### src/hdl/nvtg_pkg.sv
package nvtg_pkg;

	// number format limits
	localparam int INTEGER_DIGITS  = 4;
	localparam int FRACTION_DIGITS = 3;

	localparam int ACC_W   = 24;
	localparam int SCALE_W = 20;
	localparam int IDC_W   = $clog2(INTEGER_DIGITS + 1);
	localparam int FDC_W   = 2;
	localparam int POS_W   = 3;
	localparam int CNT_W   = 5;
	localparam int FIELD_W = 4;

	localparam int unsigned SPEED_MAX = 32'd9999999;

	// largest accumulator value: min(10^INTEGER_DIGITS * 1000 - 1, SPEED_MAX)
	function automatic longint unsigned cap_calc();
		longint unsigned c;
		c = 64'd1000;
		for (int i = 0; i < INTEGER_DIGITS; i++) begin
			if (c <= 64'(SPEED_MAX)) begin
				c = c * 64'd10;
			end
		end
		c = c - 64'd1;
		return (c > 64'(SPEED_MAX)) ? 64'(SPEED_MAX) : c;
	endfunction

	localparam longint unsigned VALUE_CAP = cap_calc();

	// characters
	localparam logic [7:0] CH_NL    = 8'h0A;
	localparam logic [7:0] CH_COMMA = 8'h2C;
	localparam logic [7:0] CH_DOT   = 8'h2E;
	localparam logic [7:0] CH_SPACE = 8'h20;
	localparam logic [7:0] CH_ZERO  = 8'h30;
	localparam logic [7:0] CH_NINE  = 8'h39;
	localparam logic [POS_W-1:0] TAG_LEN = 3'd6;

	// register indexes on the config port
	localparam logic REG_FIELD_INDEX = 1'b0;
	localparam logic REG_SCALE_PPM   = 1'b1;

	localparam logic [FIELD_W-1:0] FIELD_RESET = 4'd7;
	localparam logic [SCALE_W-1:0] SCALE_RESET = 20'd621371;

	// sentence tag "$GNVTG"
	function automatic logic [7:0] tag_char(input logic [POS_W-1:0] pos);
		logic [7:0] c;
		unique case (pos)
			3'd0: c = 8'h24;
			3'd1: c = 8'h47;
			3'd2: c = 8'h4E;
			3'd3: c = 8'h56;
			3'd4: c = 8'h54;
			default: c = 8'h47;
		endcase
		return c;
	endfunction

	// weight of a fraction digit in thousandths
	function automatic logic [6:0] frac_weight(input logic [FDC_W-1:0] idx);
		logic [6:0] w;
		unique case (idx)
			2'd0: w = 7'd100;
			2'd1: w = 7'd10;
			default: w = 7'd1;
		endcase
		return w;
	endfunction

	// one finished line handed from the parser to the scaler
	typedef struct packed {
		logic [ACC_W-1:0]   acc;
		logic [SCALE_W-1:0] scale;
		logic               valid;
		logic               sat;
	} line_res_t;

endpackage

### src/hdl/nvtg_parser.sv
module nvtg_parser
	import nvtg_pkg::*;
(
	input  logic               clk,
	input  logic               arst_n,
	input  logic               cfg_we,
	input  logic               cfg_addr,
	input  logic [SCALE_W-1:0] cfg_data,
	input  logic               byte_take,
	input  logic [7:0]         rx_byte,
	output logic               line_done,
	output line_res_t          line_res
);

	typedef enum logic [1:0] {PH_WAIT, PH_INT, PH_FRAC, PH_DONE} phase_t;

	localparam int SUM_W = ACC_W + 4;

	logic [FIELD_W-1:0] field_q;
	logic [SCALE_W-1:0] scale_q;

	logic [POS_W-1:0] pos_q, pos_d;
	logic             match_q, match_d;
	logic [CNT_W-1:0] cnt_q, cnt_d;
	logic [ACC_W-1:0] acc_q, acc_d;
	logic [IDC_W-1:0] idc_q, idc_d;
	logic [FDC_W-1:0] fdc_q, fdc_d;
	phase_t           ph_q, ph_d;
	logic             seen_q, seen_d;
	logic             clamp_q, clamp_d;

	logic             is_nl, is_digit, in_field;
	logic [3:0]       dig;
	logic [SUM_W-1:0] int_sum, frac_sum;

	assign is_nl    = (rx_byte == CH_NL);
	assign is_digit = (rx_byte >= CH_ZERO) && (rx_byte <= CH_NINE);
	assign dig      = rx_byte[3:0];
	assign in_field = (rx_byte != CH_COMMA) && (cnt_q == {1'b0, field_q});

	// candidate accumulator values for an integer or a fraction digit
	assign int_sum  = (SUM_W'(acc_q) << 3) + (SUM_W'(acc_q) << 1)
		+ SUM_W'(dig) * SUM_W'(1000);
	assign frac_sum = SUM_W'(acc_q) + SUM_W'(dig) * SUM_W'(frac_weight(fdc_q));

	// per-character state update
	always_comb begin
		pos_d   = pos_q;
		match_d = match_q;
		cnt_d   = cnt_q;
		acc_d   = acc_q;
		idc_d   = idc_q;
		fdc_d   = fdc_q;
		ph_d    = ph_q;
		seen_d  = seen_q;
		clamp_d = clamp_q;
		if (is_nl) begin
			pos_d   = '0;
			match_d = 1'b1;
			cnt_d   = '0;
			acc_d   = '0;
			idc_d   = '0;
			fdc_d   = '0;
			ph_d    = PH_WAIT;
			seen_d  = 1'b0;
			clamp_d = 1'b0;
		end else begin
			// tag check over the first six characters
			if (pos_q < TAG_LEN) begin
				if (rx_byte != tag_char(pos_q)) begin
					match_d = 1'b0;
				end
				pos_d = pos_q + 1'b1;
			end
			// comma count, saturating
			if (rx_byte == CH_COMMA) begin
				if (cnt_q != '1) begin
					cnt_d = cnt_q + 1'b1;
				end
			end
			// number gathering inside the selected field
			if (in_field) begin
				unique case (ph_q)
					PH_WAIT, PH_INT: begin
						if (is_digit) begin
							ph_d   = PH_INT;
							seen_d = 1'b1;
							if (!clamp_q && !(acc_q == '0 && dig == 4'd0)) begin
								if (idc_q >= IDC_W'(INTEGER_DIGITS)) begin
									acc_d   = ACC_W'(VALUE_CAP);
									clamp_d = 1'b1;
								end else begin
									idc_d = idc_q + 1'b1;
									if (int_sum > SUM_W'(VALUE_CAP)) begin
										acc_d   = ACC_W'(VALUE_CAP);
										clamp_d = 1'b1;
									end else begin
										acc_d = int_sum[ACC_W-1:0];
									end
								end
							end
						end else if (rx_byte == CH_DOT) begin
							ph_d = PH_FRAC;
						end else if (ph_q == PH_INT || rx_byte != CH_SPACE) begin
							ph_d = PH_DONE;
						end
					end
					PH_FRAC: begin
						if (is_digit) begin
							seen_d = 1'b1;
							if (!clamp_q && fdc_q < FDC_W'(FRACTION_DIGITS)) begin
								fdc_d = fdc_q + 1'b1;
								if (frac_sum > SUM_W'(VALUE_CAP)) begin
									acc_d   = ACC_W'(VALUE_CAP);
									clamp_d = 1'b1;
								end else begin
									acc_d = frac_sum[ACC_W-1:0];
								end
							end
						end else begin
							ph_d = PH_DONE;
						end
					end
					default: begin
					end
				endcase
			end
		end
	end

	// a matched line ends at its newline
	assign line_done      = byte_take && is_nl && match_q && (pos_q == TAG_LEN);
	assign line_res.acc   = seen_q ? acc_q : '0;
	assign line_res.scale = scale_q;
	assign line_res.valid = seen_q;
	assign line_res.sat   = seen_q && clamp_q;

	// config registers
	always_ff @(posedge clk or negedge arst_n) begin
		if (!arst_n) begin
			field_q <= FIELD_RESET;
			scale_q <= SCALE_RESET;
		end else if (cfg_we) begin
			unique case (cfg_addr)
				REG_FIELD_INDEX: field_q <= cfg_data[FIELD_W-1:0];
				REG_SCALE_PPM:   scale_q <= cfg_data;
				default: begin
				end
			endcase
		end
	end

	// line state
	always_ff @(posedge clk or negedge arst_n) begin
		if (!arst_n) begin
			pos_q   <= '0;
			match_q <= 1'b1;
			cnt_q   <= '0;
			acc_q   <= '0;
			idc_q   <= '0;
			fdc_q   <= '0;
			ph_q    <= PH_WAIT;
			seen_q  <= 1'b0;
			clamp_q <= 1'b0;
		end else if (byte_take) begin
			pos_q   <= pos_d;
			match_q <= match_d;
			cnt_q   <= cnt_d;
			acc_q   <= acc_d;
			idc_q   <= idc_d;
			fdc_q   <= fdc_d;
			ph_q    <= ph_d;
			seen_q  <= seen_d;
			clamp_q <= clamp_d;
		end
	end

endmodule

### src/hdl/nvtg_scaler.sv
module nvtg_scaler
	import nvtg_pkg::*;
(
	input  logic             clk,
	input  logic             arst_n,
	input  logic             in_valid,
	output logic             in_ready,
	input  line_res_t        in_res,
	output logic             out_valid,
	input  logic             out_ready,
	output logic [ACC_W-1:0] out_speed,
	output logic             out_flag_valid,
	output logic             out_flag_sat
);

	localparam int PROD_W = ACC_W + SCALE_W;       // 44
	localparam int HI_W   = PROD_W - 12;           // product >> 12
	localparam int Q_W    = 25;
	localparam int M_W    = 25;
	localparam longint unsigned DIVISOR = 64'd1000000;
	// floor(2^44 / 10^6): quotient estimate is at most two low
	localparam logic [M_W-1:0] RECIP = M_W'((64'd1 << 44) / DIVISOR);
	localparam int EST_W  = HI_W + M_W;
	localparam int QM_W   = Q_W + SCALE_W;

	typedef struct packed {
		logic valid;
		logic sat;
	} flags_t;

	// stage valids and back-pressure chain
	logic v1_q, v2_q, v3_q, v4_q, ov_q;
	logic rdy1, rdy2, rdy3, rdy4, rdy_out;

	assign rdy_out  = !ov_q || out_ready;
	assign rdy4     = !v4_q || rdy_out;
	assign rdy3     = !v3_q || rdy4;
	assign rdy2     = !v2_q || rdy3;
	assign rdy1     = !v1_q || rdy2;
	assign in_ready = rdy1;

	// stage payloads
	logic [ACC_W-1:0]   acc_s1;
	logic [SCALE_W-1:0] scale_s1;
	flags_t             fl_s1, fl_s2, fl_s3, fl_s4;
	logic [PROD_W-1:0]  p_s2, p_s3, p_s4;
	logic [Q_W-1:0]     qe_s3, qe_s4;
	logic [PROD_W-1:0]  qm_s4;
	logic [ACC_W-1:0]   speed_q;
	flags_t             fl_q;

	logic [EST_W-1:0]  est;
	logic [QM_W-1:0]   qm;
	logic [PROD_W-1:0] rem;
	logic [Q_W:0]      q_fix;

	assign est   = EST_W'(p_s2[PROD_W-1:12]) * EST_W'(RECIP);
	assign qm    = QM_W'(qe_s3) * QM_W'(DIVISOR);
	assign rem   = p_s4 - qm_s4;
	assign q_fix = (Q_W+1)'(qe_s4)
		+ (Q_W+1)'(rem >= PROD_W'(DIVISOR))
		+ (Q_W+1)'(rem >= PROD_W'(2 * DIVISOR));

	// valid bits
	always_ff @(posedge clk or negedge arst_n) begin
		if (!arst_n) begin
			v1_q <= 1'b0;
			v2_q <= 1'b0;
			v3_q <= 1'b0;
			v4_q <= 1'b0;
			ov_q <= 1'b0;
		end else begin
			if (rdy1)    v1_q <= in_valid;
			if (rdy2)    v2_q <= v1_q;
			if (rdy3)    v3_q <= v2_q;
			if (rdy4)    v4_q <= v3_q;
			if (rdy_out) ov_q <= v4_q;
		end
	end

	// payload: capture, multiply, estimate, back-multiply, correct and clamp
	always_ff @(posedge clk) begin
		if (rdy1 && in_valid) begin
			acc_s1   <= in_res.acc;
			scale_s1 <= in_res.scale;
			fl_s1    <= '{valid: in_res.valid, sat: in_res.sat};
		end
		if (rdy2 && v1_q) begin
			p_s2  <= PROD_W'(acc_s1) * PROD_W'(scale_s1);
			fl_s2 <= fl_s1;
		end
		if (rdy3 && v2_q) begin
			qe_s3 <= est[EST_W-1:32];
			p_s3  <= p_s2;
			fl_s3 <= fl_s2;
		end
		if (rdy4 && v3_q) begin
			qm_s4 <= qm[PROD_W-1:0];
			qe_s4 <= qe_s3;
			p_s4  <= p_s3;
			fl_s4 <= fl_s3;
		end
		if (rdy_out && v4_q) begin
			speed_q <= (q_fix > (Q_W+1)'(SPEED_MAX)) ? ACC_W'(SPEED_MAX)
				: q_fix[ACC_W-1:0];
			fl_q    <= fl_s4;
		end
	end

	assign out_valid      = ov_q;
	assign out_speed      = speed_q;
	assign out_flag_valid = fl_q.valid;
	assign out_flag_sat   = fl_q.sat;

endmodule

### src/hdl/nmea_vtg_speed_extractor.sv
// NMEA VTG ground speed extractor.
// Slave stream: one received character per request in s_tdata. Lines that
// start with "$GNVTG" have the field selected by register 0 (field number,
// tag is field 0) parsed as a decimal in thousandths; at the newline the
// master stream carries one request: the value times register 1 (parts per
// million), rounded down and capped at 9999999, with a valid flag (field held
// a digit) and a saturated flag. Other lines give nothing.
// Config: cfg_we writes cfg_data into register cfg_addr in the same cycle.
// Throughput: one character per cycle while s_tready is high. The result
// shows on m_tvalid after the newline is taken, through a five-register chain
// (capture, 24x20 multiply, reciprocal estimate, back-multiply, correction).
// Stall: when m_tready is low the result is held; the chain keeps filling its
// empty stages, so characters are still taken until every stage holds a
// result, then s_tready drops. Characters that end no line are taken freely
// while a stage is free.
// Reset: registers return to field 7 and scale 621371 (km/h to mph), the line
// state clears and the chain empties; no result is pending.
module nmea_vtg_speed_extractor
	import nvtg_pkg::*;
(
	input  logic               clk,
	input  logic               arst_n,
	input  logic               s_tvalid,
	output logic               s_tready,
	input  logic [7:0]         s_tdata,   // [7:0] rx_byte
	output logic               m_tvalid,
	input  logic               m_tready,
	output logic [23:0]        m_tdata,   // [23:0] speed_milli
	output logic [1:0]         m_tuser,   // [0] speed_valid, [1] speed_saturated
	input  logic               cfg_we,
	input  logic               cfg_addr,
	input  logic [SCALE_W-1:0] cfg_data
);

	logic      byte_take;
	logic      line_done;
	line_res_t line_res;

	assign byte_take = s_tvalid && s_tready;

	nvtg_parser u_parser (
		.clk       (clk),
		.arst_n    (arst_n),
		.cfg_we    (cfg_we),
		.cfg_addr  (cfg_addr),
		.cfg_data  (cfg_data),
		.byte_take (byte_take),
		.rx_byte   (s_tdata),
		.line_done (line_done),
		.line_res  (line_res)
	);

	nvtg_scaler u_scaler (
		.clk            (clk),
		.arst_n         (arst_n),
		.in_valid       (line_done),
		.in_ready       (s_tready),
		.in_res         (line_res),
		.out_valid      (m_tvalid),
		.out_ready      (m_tready),
		.out_speed      (m_tdata),
		.out_flag_valid (m_tuser[0]),
		.out_flag_sat   (m_tuser[1])
	);

endmodule

### config.mk
export PLATFORM = sky130hd
export DESIGN_NAME = nmea_vtg_speed_extractor
export DESIGN_NICKNAME = d
export VERILOG_FILES = /design/src/hdl/nvtg_pkg.sv /design/src/hdl/nvtg_parser.sv /design/src/hdl/nvtg_scaler.sv /design/src/hdl/nmea_vtg_speed_extractor.sv
export SDC_FILE = /design/constraint.sdc
export NUM_CORES = 2
export LEC_CHECK = 0
export BUFFER_PORTS_ARGS = -buffer_cell sky130_fd_sc_hd__buf_2
export CAP_MARGIN = 25
export CORE_MARGIN = 1.5
export CORE_UTILIZATION = 38
export DETAILED_ROUTE_END_ITERATION = 8
export HOLD_SLACK_MARGIN = 0.02
export PLACE_DENSITY = 0.65
export SYNTH_ARGS = -nofsm -noshare
export SYNTH_HDL_FRONTEND = slang
export SYNTH_SLANG_ARGS = --single-unit
### constraint.sdc
create_clock -name clk -period 6.6 [get_ports clk]
set_clock_uncertainty 0.1 [all_clocks]
set_input_delay 0.99 -clock clk [delete_from_list [all_inputs] [get_ports clk]]
set_output_delay 0.99 -clock clk [all_outputs]
set_load 0.1 [all_outputs]
==> out/results.tsv <==
metric	value	unit
vias in the first global route	40440	
most used routing layer in global routing	met2	
placed instance area	59860	µm²
Rows	137	
H-tree depth	2	
relative slew slack	35.45	%
gpl congestion	0.9180	
worst vdd ir	0.1679	mV
final setup fails	35	
Synth Area per Inst	10.01	µm²
largest net degree at the start of global routing	58	
NumNets Final	7471	
combinational fraction of design power	16.5	%
ys flop type	edfxtp_1	
met1 global-route usage	23.88	%
Cell Pwr Density	90.69	nW/µm²
status	finished, violations left	
Crit Path Category	reg -> reg	
main area contributors after synthesis	fa_1 33%, ha_1 16%, edfxtp_1 16%	
Final Hold Viols	0	
EDFF count, synth	277	
ys async rst share	20.40	%
DRT antenna net count	0	
Initial DRC Count	1937	
total track usage	18.74	%
die area	142600	µm²
period utilization	107.8	%
CTS Root Cell	clkbuf_16	
post-route cell area	62980	µm²
CTS tree	yes	
violated checks	setup timing	
clk_lat worst skew	0.61	ns
Post-Route WL	131700	µm
fraction of layout cells with a size suffix above 1	17.35	%
fin cells	7808	
Net Sw Frac	28.10	%
Reg power frac	43.1	%
Max-Cap Viols	0	
Area Overhead vs Synth	18.08	%
met2 usage	34.00	%
reg2reg end	u_scaler.p_s2[41]	
Worst Hold Class	in -> async	
drt drc	0	
synth warn	0	
Cells after Synth	5331	
Die X	377.7	µm
Synth top area share	32.73	%
switching pwr	1.605	mW
n_diodes	0	
internal power	4.107	mW
hpwl dp	111400	µm
cell area after synthesis	53340	µm²
GRT overflow	0	
initial antenna violation count	3	
Starting Density	38.28	%
RSZ-0062 raised after global routing	true	
clock buffer count from CTS	42	
I/O pin cnt	62	
CTS Sinks	348	
CP Data Required Time	6.87	ns
met3 Use GR	1.826	%
commonest non-fill, non-tap cells in the layout	1297 x inv_1, 850 x fa_1, 638 x ha_1	
Post-Syn Nets	6904	
register area share after synthesis	18.96	%
Fmax	140.6	MHz
First-pass DRT Iterations	7	
CP Capture Type	flip-flop	
Arr. time, crit path	7.38	ns
final max-slew violation count	0	
via count	37840	
launch point of the worst reg-to-reg path	u_scaler.scale_s1[6]	
Synth cell types	104	
Slew @ Worst Pin	0.9683	ns
die height	377.7	µm
most common cell after layout, fill and taps aside	inv_1	
CP Launch Type	flip-flop	
R2R depth	26	
port bufs	61	
Reg clk slew, reported paths	0.07	ns
CTS max path bufs	3	
drt wl/cell	16.87	µm
CP max FO	4	
Vias/cell	4.847	
Placed Cells	7643	
Final Critical Period	7.113	ns
global-route wire length before repair	212600	µm
final setup margin	-0.5126	ns
core area	139400	µm²
Leak	31.37	nW
flop-to-flop setup slack	-0.51	ns
Yosys top cell by area	fa_1	
Synth Register Bits	348	
Clock power frac	40.4	%
-- sequential cells by signal, summed over array words and instances (netlist names), 3 cells and up --
signal	count
u_scaler.p_s2	38
u_scaler.p_s3	38
u_scaler.p_s4	38
u_scaler.qm_s4	35
u_scaler.qe_s3	25
u_scaler.qe_s4	25
u_parser.acc_q	24
u_scaler.acc_s1	24
u_scaler.out_speed	24
u_parser.scale_q	20
u_scaler.scale_s1	20
u_parser.cnt_q	5
u_parser.field_q	4
u_parser.idc_q	3
u_parser.pos_q	3
-- cell usage after synthesis, types with 37 or more instances --
cell / instances
fa_1: 872
nor2_1: 134
nand2_1: 481
nand4_1: 37
and2_1: 207
ha_1: 667
dfrtp_1: 54
xnor2_1: 101
xor2_1: 75
o21ai_0: 108
a21oi_1: 170
a21o_1: 104
edfxtp_1: 277
nor3_1: 41
inv_1: 1311
nand3_1: 66
clkbuf_1: 127
-- repair_timing --
action                     in CTS  in global routing
gates cloned                    1                  1
pin swaps                      95                131
gates resized for setup       109                125
hold buffers                    0                  0
buffers inserted               45                 52
setup endpoints to repair      44                 89
-- power by group through the flow --
| stage | clock [mW] | sequential (mW) | combinational (mW) |
|---|---|---|---|
| floorplan | 0 | 2.47 | 0.680 |
| global placement | 0 | 2.51 | 0.907 |
| detailed placement | 0 | 2.51 | 0.931 |
| CTS | 2.37 | 2.47 | 0.937 |
| global route | 2.44 | 2.47 | 1.06 |
| finish | 2.31 | 2.46 | 0.940 |
-- cell type report --
class	instances	area, µm²
Timing Repair Buffer	665	5331
Tap cell	1876	2347
Fill cell	12950	76380
Inverter	1312	4925
Sequential cell	348	10120
Clock buffer	49	1120
Multi-Input combinational cell	3529	38910
Clock inverter	29	230.2
-- through the flow --
stage	TNS [ns]	power [mW]	worst slack (ns)	util [%]	hold slack, ns
3_5_place_dp	-23.69	3.442	-0.8064	42.95	0.3045
4_1_cts	-11.48	5.777	-0.7131	44.52	0.2253
3_3_place_gp	-19.39	3.415	-0.7590	42.95	0.3011
5_1_grt	-20.55	5.978	-0.7550	45.19	0.2654
6_report	-10.04	5.712	-0.5126	45.19	0.2529
2_1_floorplan	-0.02044	3.153	-0.01025	-	0.3003
-- how the worst max path moves through the flow --
stage	start	endpoint	slack (ns)
5_1_grt	u_scaler.scale_s1[7]	u_scaler.p_s2[41]	-0.76
6_report	u_scaler.scale_s1[6]	u_scaler.p_s2[41]	-0.51
2_1_floorplan	u_scaler.p_s2[28]	u_scaler.qe_s3[18]	-0.01
3_3_place_gp	u_scaler.scale_s1[9]	u_scaler.p_s2[29]	-0.76
3_5_place_dp	u_scaler.scale_s1[10]	u_scaler.p_s2[29]	-0.81
4_1_cts	u_scaler.scale_s1[6]	u_scaler.p_s2[29]	-0.71
-- worst max-delay path: stages, from the launching register on --
cell	delay (ns)
edfxtp_1	0.50
buf_6	0.16
nand2_4	0.04
fa_1	0.52
inv_1	0.05
fa_1	0.53
inv_1	0.05
fa_1	0.50
inv_2	0.04
fa_1	0.52
inv_2	0.04
fa_1	0.47
inv_1	0.05
fa_1	0.48
fa_1	0.60
ha_4	0.23
a21o_1	0.18
a211oi_2	0.25
o21bai_2	0.11
a2111oi_4	0.39
buf_4	0.18
o21ba_4	0.17
o21ai_4	0.09
a21oi_4	0.21
o21bai_1	0.11
a21oi_1	0.19
xnor2_1	0.09
-- cell families after synthesis --
| kind of cell | Yosys count | synth area share, % |
|---|---|---|
| multiplexers | 34 | 0.7060 |
| XOR/XNOR | 176 | 2.890 |
| buffers and inverters | 1454 | 10.34 |
| AND/OR/NAND/NOR | 1125 | 10.27 |
| adder cells (fa/ha/maj) | 1539 | 48.37 |
| AO/OA/AOI/OAI | 655 | 8.456 |
| flip-flops | 348 | 18.96 |
-- metal layers --
metal  vias up  wire (µm)
met4         2       3320
met5         -         10
met3       183       5168
li1      18020          -
met2       712      66500
met1     18930      56730
(Power assumes the default switching activity.)
